**src/rtl/core/ffba_pkg.sv**
```systemverilog
// Shared types and constants for the first-fit block allocator.
package ffba_pkg;

   localparam int ADDR_W         = 32;
   localparam int BC_W           = 11;
   localparam int NUM_BLOCKS_DEF = 1024;
   // Block size must stay a power of two: address to index is a shift.
   localparam int BLOCK_SIZE     = 4096;
   localparam int BLOCK_SHIFT    = $clog2(BLOCK_SIZE);

   localparam logic [ADDR_W-1:0] HEAP_BASE_RST   = '0;
   localparam logic [BC_W-1:0]   BLOCK_COUNT_RST = 11'd1024;

   typedef enum logic [1:0] {
      CMD_ALLOC = 2'd0,
      CMD_FREE  = 2'd1,
      CMD_CLEAR = 2'd2
   } cmd_type;

   typedef enum logic [1:0] {
      ST_OK      = 2'd0,
      ST_NOMEM   = 2'd1,
      ST_BADSIZE = 2'd2,
      ST_RANGE   = 2'd3
   } status_type;

   typedef enum logic {
      CSR_HEAP_BASE   = 1'b0,
      CSR_BLOCK_COUNT = 1'b1
   } csr_index_type;

   typedef enum logic [2:0] {
      FS_INIT,
      FS_IDLE,
      FS_DECODE,
      FS_SCAN,
      FS_MARK,
      FS_FREE,
      FS_DONE
   } state_type;

   typedef struct packed {
      logic has_next;
      logic first;
      logic taken;
   } entry_type;

endpackage

```
**src/rtl/core/first_fit_block_allocator_top.sv**
```systemverilog
// First-fit block-table heap allocator: table memory, sequencer and register port.
//
//   channel | direction | handshake             | payload
//   --------+-----------+-----------------------+---------------------------------
//   req     | in        | req_valid / req_ready | req_cmd, req_size_bytes,
//           |           |                       | req_free_addr
//   rsp     | out       | rsp_valid / rsp_ready | rsp_alloc_addr, rsp_status
//   csr     | in        | csr_we                | csr_index, csr_wdata
//
// One transaction is worked at a time, driven by the single read port of the
// block table. Allocate decodes, scans entries and marks the run before it
// hands off; free decodes and walks the chain. Clear sweeps the whole table.
// After reset the same sweep runs with req_ready low; register writes are
// taken during it.
// A finished result waits in the output register; the next request is accepted
// while it waits, and only the final hand-off stalls on rsp_ready.
module first_fit_block_allocator_top
   import ffba_pkg::*;
#(
   parameter int NUM_BLOCKS = NUM_BLOCKS_DEF
) (
   input  logic              clock,
   input  logic              reset,
   // request channel
   input  logic              req_valid,
   output logic              req_ready,
   input  logic [1:0]        req_cmd,
   input  logic [ADDR_W-1:0] req_size_bytes,
   input  logic [ADDR_W-1:0] req_free_addr,
   // response channel
   output logic              rsp_valid,
   input  logic              rsp_ready,
   output logic [ADDR_W-1:0] rsp_alloc_addr,
   output logic [1:0]        rsp_status,
   // register write port
   input  logic              csr_we,
   input  logic              csr_index,
   input  logic [ADDR_W-1:0] csr_wdata
);

   localparam int IDX_W  = $clog2(NUM_BLOCKS);
   localparam int CNT_W  = $clog2(NUM_BLOCKS + 1);
   localparam int NEED_W = ADDR_W + 1 - BLOCK_SHIFT;

   // configuration registers
   logic [ADDR_W-1:0] heap_base_ff;
   logic [BC_W-1:0]   block_count_ff;

   // sequencer state
   state_type         state_ff, state_in;
   logic [IDX_W-1:0]  i_ff, i_in;          // table index being worked
   logic [IDX_W-1:0]  start_ff, start_in;  // start of the current free run
   logic [CNT_W-1:0]  run_ff, run_in;      // length of the current free run
   logic [CNT_W-1:0]  need_ff, need_in;    // blocks requested
   logic [CNT_W-1:0]  cnt_ff, cnt_in;      // blocks marked so far
   logic              clr_rsp_ff, clr_rsp_in;
   logic [1:0]        cmd_ff, cmd_in;
   logic [ADDR_W-1:0] size_ff, size_in;
   logic [ADDR_W-1:0] faddr_ff, faddr_in;
   logic [ADDR_W-1:0] res_addr_ff, res_addr_in;
   status_type        res_status_ff, res_status_in;

   // output register
   logic              rsp_valid_ff, rsp_valid_in;
   logic [ADDR_W-1:0] rsp_alloc_addr_ff, rsp_alloc_addr_in;
   status_type        rsp_status_ff, rsp_status_in;

   // block table
   entry_type         mem [NUM_BLOCKS];
   entry_type         mem_rdata_ff;
   logic              mem_re, mem_we;
   logic [IDX_W-1:0]  mem_raddr, mem_waddr;
   entry_type         mem_wdata;

   // derived values
   logic [CNT_W-1:0]  n_used;
   logic [ADDR_W:0]   size_round;
   logic [NEED_W-1:0] need_full;
   logic [ADDR_W-1:0] free_off;
   logic [ADDR_W-1:0] free_idx;
   logic [CNT_W-1:0]  i_next_cnt;
   logic              run_hit;

   // block_count above the table depth acts as the table depth
   assign n_used = ({{(ADDR_W-BC_W){1'b0}}, block_count_ff} > ADDR_W'(NUM_BLOCKS)) ?
                   CNT_W'(NUM_BLOCKS) : CNT_W'(block_count_ff);

   assign size_round = {1'b0, size_ff} + (ADDR_W+1)'(BLOCK_SIZE - 1);
   assign need_full  = size_round[ADDR_W:BLOCK_SHIFT];
   assign free_off   = faddr_ff - heap_base_ff;
   assign free_idx   = free_off >> BLOCK_SHIFT;
   assign i_next_cnt = CNT_W'(i_ff) + CNT_W'(1);
   assign run_hit    = !mem_rdata_ff.taken && ((run_ff + CNT_W'(1)) == need_ff);

   assign req_ready      = (state_ff == FS_IDLE);
   assign rsp_valid      = rsp_valid_ff;
   assign rsp_alloc_addr = rsp_alloc_addr_ff;
   assign rsp_status     = rsp_status_ff;

   // register write port
   always_ff @(posedge clock) begin
      if (reset) begin
         heap_base_ff   <= HEAP_BASE_RST;
         block_count_ff <= BLOCK_COUNT_RST;
      end else if (csr_we) begin
         unique case (csr_index)
            CSR_HEAP_BASE:   heap_base_ff   <= csr_wdata;
            CSR_BLOCK_COUNT: block_count_ff <= csr_wdata[BC_W-1:0];
            default:         heap_base_ff   <= heap_base_ff;
         endcase
      end
   end

   // block table: one write and one registered read per cycle
   always_ff @(posedge clock) begin
      if (mem_we) begin
         mem[mem_waddr] <= mem_wdata;
      end
      if (mem_re) begin
         mem_rdata_ff <= mem[mem_raddr];
      end
   end

   // state register
   always_ff @(posedge clock) begin
      if (reset) begin
         state_ff     <= FS_INIT;
         i_ff         <= '0;
         clr_rsp_ff   <= 1'b0;
         rsp_valid_ff <= 1'b0;
      end else begin
         state_ff     <= state_in;
         i_ff         <= i_in;
         clr_rsp_ff   <= clr_rsp_in;
         rsp_valid_ff <= rsp_valid_in;
      end
   end

   // payload registers
   always_ff @(posedge clock) begin
      start_ff          <= start_in;
      run_ff            <= run_in;
      need_ff           <= need_in;
      cnt_ff            <= cnt_in;
      cmd_ff            <= cmd_in;
      size_ff           <= size_in;
      faddr_ff          <= faddr_in;
      res_addr_ff       <= res_addr_in;
      res_status_ff     <= res_status_in;
      rsp_alloc_addr_ff <= rsp_alloc_addr_in;
      rsp_status_ff     <= rsp_status_in;
   end

   // next state and table access
   always_comb begin
      state_in          = state_ff;
      i_in              = i_ff;
      start_in          = start_ff;
      run_in            = run_ff;
      need_in           = need_ff;
      cnt_in            = cnt_ff;
      clr_rsp_in        = clr_rsp_ff;
      cmd_in            = cmd_ff;
      size_in           = size_ff;
      faddr_in          = faddr_ff;
      res_addr_in       = res_addr_ff;
      res_status_in     = res_status_ff;
      rsp_valid_in      = rsp_valid_ff && !rsp_ready;
      rsp_alloc_addr_in = rsp_alloc_addr_ff;
      rsp_status_in     = rsp_status_ff;
      mem_re            = 1'b0;
      mem_raddr         = i_ff;
      mem_we            = 1'b0;
      mem_waddr         = i_ff;
      mem_wdata         = '0;

      unique case (state_ff)
         // sweep every entry to free; after reset no response follows
         FS_INIT: begin
            mem_we = 1'b1;
            i_in   = i_ff + IDX_W'(1);
            if (i_ff == IDX_W'(NUM_BLOCKS - 1)) begin
               i_in = '0;
               if (clr_rsp_ff) begin
                  clr_rsp_in    = 1'b0;
                  res_addr_in   = '0;
                  res_status_in = ST_OK;
                  state_in      = FS_DONE;
               end else begin
                  state_in = FS_IDLE;
               end
            end
         end

         FS_IDLE: begin
            if (req_valid) begin
               cmd_in   = req_cmd;
               size_in  = req_size_bytes;
               faddr_in = req_free_addr;
               state_in = FS_DECODE;
            end
         end

         // check the request and, for a valid allocate or free, issue the first table read
         FS_DECODE: begin
            res_addr_in   = '0;
            res_status_in = ST_OK;
            run_in        = '0;
            i_in          = '0;
            state_in      = FS_DONE;
            case (cmd_ff)
               CMD_ALLOC: begin
                  if (size_ff == '0) begin
                     res_status_in = ST_BADSIZE;
                  end else if ((ADDR_W+1)'(need_full) > (ADDR_W+1)'(n_used)) begin
                     res_status_in = ST_NOMEM;
                  end else begin
                     need_in   = CNT_W'(need_full);
                     mem_re    = 1'b1;
                     mem_raddr = '0;
                     state_in  = FS_SCAN;
                  end
               end
               CMD_FREE: begin
                  if ((faddr_ff < heap_base_ff) || (free_idx >= ADDR_W'(n_used))) begin
                     res_status_in = ST_RANGE;
                  end else begin
                     mem_re    = 1'b1;
                     mem_raddr = IDX_W'(free_idx);
                     i_in      = IDX_W'(free_idx);
                     state_in  = FS_FREE;
                  end
               end
               CMD_CLEAR: begin
                  clr_rsp_in = 1'b1;
                  state_in   = FS_INIT;
               end
               default: begin
                  state_in = FS_DONE;
               end
            endcase
         end

         // data for entry i_ff is in the read register; read ahead one entry
         FS_SCAN: begin
            if (mem_rdata_ff.taken) begin
               run_in = '0;
            end else begin
               if (run_ff == '0) begin
                  start_in = i_ff;
               end
               run_in = run_ff + CNT_W'(1);
            end
            if (run_hit) begin
               i_in     = (run_ff == '0) ? i_ff : start_ff;
               cnt_in   = '0;
               state_in = FS_MARK;
            end else if (i_next_cnt == n_used) begin
               res_status_in = ST_NOMEM;
               state_in      = FS_DONE;
            end else begin
               mem_re    = 1'b1;
               mem_raddr = i_ff + IDX_W'(1);
               i_in      = i_ff + IDX_W'(1);
            end
         end

         // write the run, one entry a cycle
         FS_MARK: begin
            mem_we             = 1'b1;
            mem_wdata.taken    = 1'b1;
            mem_wdata.first    = (cnt_ff == '0);
            mem_wdata.has_next = ((cnt_ff + CNT_W'(1)) < need_ff);
            i_in               = i_ff + IDX_W'(1);
            cnt_in             = cnt_ff + CNT_W'(1);
            if ((cnt_ff + CNT_W'(1)) == need_ff) begin
               res_addr_in   = heap_base_ff + (ADDR_W'(start_ff) << BLOCK_SHIFT);
               res_status_in = ST_OK;
               state_in      = FS_DONE;
            end
         end

         // clear the entry and follow its has-next mark
         FS_FREE: begin
            mem_we = 1'b1;
            if (mem_rdata_ff.has_next && (i_next_cnt < n_used)) begin
               mem_re    = 1'b1;
               mem_raddr = i_ff + IDX_W'(1);
               i_in      = i_ff + IDX_W'(1);
            end else begin
               res_status_in = ST_OK;
               state_in      = FS_DONE;
            end
         end

         // hand the result to the output register once it is free
         FS_DONE: begin
            if (!rsp_valid_ff || rsp_ready) begin
               rsp_valid_in      = 1'b1;
               rsp_alloc_addr_in = res_addr_ff;
               rsp_status_in     = res_status_ff;
               state_in          = FS_IDLE;
            end
         end

         default: begin
            state_in = FS_IDLE;
         end
      endcase
   end

   // a response appears only as the sequencer leaves its done state
   assert property (@(posedge clock) disable iff (reset)
      $rose(rsp_valid_ff) |-> $past(state_ff == FS_DONE))
      else $error("response raised outside the done state");

   // marking never writes more entries than were requested
   assert property (@(posedge clock) disable iff (reset)
      (state_ff == FS_MARK) |-> (cnt_ff < need_ff))
      else $error("run marking overran the request");

   // a granted address lies on a block boundary counted from the heap base
   assert property (@(posedge clock) disable iff (reset)
      (rsp_valid_ff && (rsp_status_ff == ST_OK) && (rsp_alloc_addr_ff != '0)) |->
      (((rsp_alloc_addr_ff - heap_base_ff) & ADDR_W'(BLOCK_SIZE - 1)) == '0))
      else $error("granted address not block aligned");

endmodule

```
**config.mk**
```make
export PLATFORM = sky130hd
export DESIGN_NAME = first_fit_block_allocator_top
export DESIGN_NICKNAME = d
export VERILOG_FILES = /design/src/rtl/core/ffba_pkg.sv /design/src/rtl/core/first_fit_block_allocator_top.sv
export SDC_FILE = /design/constraint.sdc
export NUM_CORES = 2
export LEC_CHECK = 0
export ABC_CLOCK_PERIOD_IN_PS = 218300
export BUFFER_PORTS_ARGS = -buffer_cell sky130_fd_sc_hd__buf_4
export CORE_MARGIN = 5
export CORE_UTILIZATION = 45
export DETAILED_ROUTE_END_ITERATION = 8
export PLACE_DENSITY = 0.56
export SLEW_MARGIN = 20
export SYNTH_ARGS = -nofsm -noshare
export SYNTH_HDL_FRONTEND = slang
export SYNTH_SLANG_ARGS = --single-unit
```
**constraint.sdc**
```tcl
create_clock -name clock -period 218.3 [get_ports clock]
set_input_delay 10.915 -clock clock [delete_from_list [all_inputs] [get_ports clock]]
set_output_delay 10.915 -clock clock [all_outputs]
set_load 0.01 [all_outputs]
```
==> qor.yml <==
detailed_routing:
  drt_iter0_drc: 9247
  finalWirelength_um: 337600
  ant_nets: 0
  drt-pass1-iter-count: 9
  wl_per_cell_um: 28.93
  vias: 72050
  drc: 0
  avgViaCountPerCell: 6.174
floorplanning:
  core_um2: 222500
  num_rows: 173
  ios: 140
  start_util_pct: 45.30
  die_h_um: 483.3
  die-area_um2: 233600
  die_w_um: 483.3
status:
  outcome: "completed"
clock_network:
  clkTransAtPathRegs_ns: 0.06
  cts_buffers: 236
  cts_resized: 0
  post-cts-setup-buffer-count: 0
  cts_max_path_buffers: 3
  cts_sinks: 2285
  cts_hold_buf: 0
  clock_latency_ns: 0.88
  cts_htree_levels: 4
  cts_tree: "yes"
  clockRootBuffer: "clkbuf_16"
placed_design:
  dp_cells: 11230
  pre_cts_ws_ns: 205.93
  gp_congestion: 0.8990
  dp_hpwl_um: 193900
  io_buffers: 139
logic_synthesis:
  seq_area_frac_synth_pct: 67.50
  synth_top_area_cell: "edfxtp_1"
  synth_top_area_share_pct: 66.35
  synth_edf_count: 2227
  synth.cell_area_um2: 100800
  synth_seq_cells: 2285
  syn_area_per_cell_um2: 11.76
  syn-instance-count: 8570
  ys.flop_type: "edfxtp_1"
  ys.warnings.count: 0
  async_flop_share_pct: 0
  synthTopCellsByArea: "edfxtp_1 (66%), nand2_1 (6.3%), nor2_1 (4.5%)"
  ys_types: 92
  syn-num-nets: 8767
sta:
  setup_tns_ns: 0
  final.setup.worst_slack_ns: 205.08
  slew_violations: 0
  period_share_pct: 6.057
  min_period_ns: 13.22
  holdWs_ns: 0.4196
  final.setup_skew_ns: 0.03999
  rsz0062_at_grt: "no"
  tightest_slew_ns: 1.300
  finalHoldViolCount: 0
  maxSlewHeadroom_pct: 12.54
  max_freq_mhz: 75.62
  setup_viol: 0
pwr:
  power_frac_seq_pct: 39.3
  irDropWorstVdd_mv: 0.009510
  p_sw_share_pct: 35.85
  p_per_area_nw_per_um2: 11.03
  p_int_mw: 0.7932
  p_sw_mw: 0.4433
  p_comb_share_pct: 29.2
  p_leak_nw: 36.44
  clockPowerShare_pct: 31.6
critical_path:
  end_kind: "primary output"
  start_kind: "flop"
  cp_max_fo: 17
  worstPathArrival_ns: 2.31
  crit_required_ns: 207.38
  rr_worst_depth: 27
  startpoint: "state_ff[0]$_SDFFE_PP0P_"
  crit_type: "reg2out"
  rrSetupSlack_ns: 206.69
  worst_r2r_startpoint: "i_ff[2]$_SDFFE_PP0N_"
global_route:
  grt_use_total_pct: 27.94
  grt_pass1_vias: 68830
  overflow: 0
  grt_max_degree: 238
  grt_pass1_wl_um: 484800
  antenna_found_initial: 19
layout:
  fin_cells: 11670
  nets: 8691
  final_common_cell: "edfxtp_1"
  syn_to_final_growth_pct: 11.24
  drive_above_1_share_pct: 8.852
  layout_common_cells: "edfxtp_1 (2,227), nand2_1 (1,651), nor2_1 (1,191)"
worst_hold_path:
  hp-class: "reg2reg"
  min-delay-start: "res_addr_ff[5]$_SDFFCE_PN0P_"
  min_path_cells: 0
job:
  drv_cap: 0
[cell families after synthesis]
group,share of synthesized area (%)
buffers and inverters,3.217
AO/OA/AOI/OAI,6.996
AND/OR/NAND/NOR,17.14
adder cells (fa/ha/maj),1.162
multiplexers,3.219
XOR/XNOR,0.7733
flip-flops,67.50
[registers in the layout, summed over array words and instances, names as in the netlist]
signal and count:
block_count_ff 11, clr_rsp_ff 1, cmd_ff 2, cnt_ff 11
faddr_ff 32, heap_base_ff 32, i_ff 10, mem 2048
mem_rdata_ff 2, need_ff 11, res_addr_ff 32, res_status_ff 2
rsp_alloc_addr 32, rsp_status 2, rsp_valid 1, run_ff 11
size_ff 32, start_ff 10, state_ff 3
[worst max-delay path: stages, from the launching register on]
cell	delay, ns
dfxtp_1	0.73
nand2b_1	0.21
nor2_1	0.30
buf_4	0.19
[cells in the mapped netlist (21+ instances only)]
library cell and instances:
and3_1 68, clkbuf_1 309, nand3_1 838, a32oi_1 56, edfxtp_1 2227, nand2_1 1686
buf_2 234, o22ai_1 102, mux2i_1 305, a221oi_1 189, a21oi_1 178, nor3_1 52
nor2b_1 22, dfxtp_1 58, ha_1 92, o21ai_0 68, nor4_1 27, buf_4 42
a31oi_1 75, o211ai_1 21, a22oi_1 36, and2_1 25, nor2_1 1203, buf_1 59
xnor2_1 63, inv_1 79, nand4_1 84, xor2_1 26, a211oi_1 37, a21o_1 22
[stage by stage]
step	util [%]	power, mW	cell area, um2
5_1_grt	50.38	1.277	112100
3_5_place_dp	47.02	0.8467	104600
4_1_cts	50.33	1.233	112000
2_1_floorplan	-	0.7033	100800
6_report	50.39	1.237	112100
3_3_place_gp	47.02	0.8455	104600
[path summary, 6_finish.rpt]
check	to
setup / recovery	req_ready
hold / removal	rsp_alloc_addr[5]$_DFFE_PP_
setup reg to reg	mem_rdata_ff[0]$_DFFE_PP_
hold reg to reg	rsp_alloc_addr[5]$_DFFE_PP_
[routing by layer]
metal / track usage [%] / routed length (um) / vias up
li1: - / - / 31220
met2: 42.61 / 151300 / 3825
met1: 39.48 / 137600 / 36310
met3: 5.580 / 33670 / 690
met5: 0.1021 / 56 / -
met4: 11.12 / 15040 / 6
[power by group through the flow]
| stage | combinational, mW | clock, mW | sequential (mW) |
|---|---|---|---|
| after floorplan | 0.210 | 0 | 0.493 |
| after global placement | 0.351 | 0 | 0.495 |
| after detailed placement | 0.352 | 0 | 0.495 |
| after CTS | 0.353 | 0.395 | 0.486 |
| after global routing | 0.376 | 0.414 | 0.486 |
| final | 0.361 | 0.390 | 0.486 |
[final cells by class]
cell class / count / area (um2)
multi-input cells: 5551 / 29890
clock inverters: 137 / 1044
fillers: 19940 / 110400
repair buffers: 335 / 2779
well taps: 2975 / 3722
inverters: 85 / 326.6
flip-flops and latches: 2285 / 68040
diodes: 8 / 20.02
clock buffers: 294 / 6310
No activity file was read; power rests on OpenSTA's default activity.
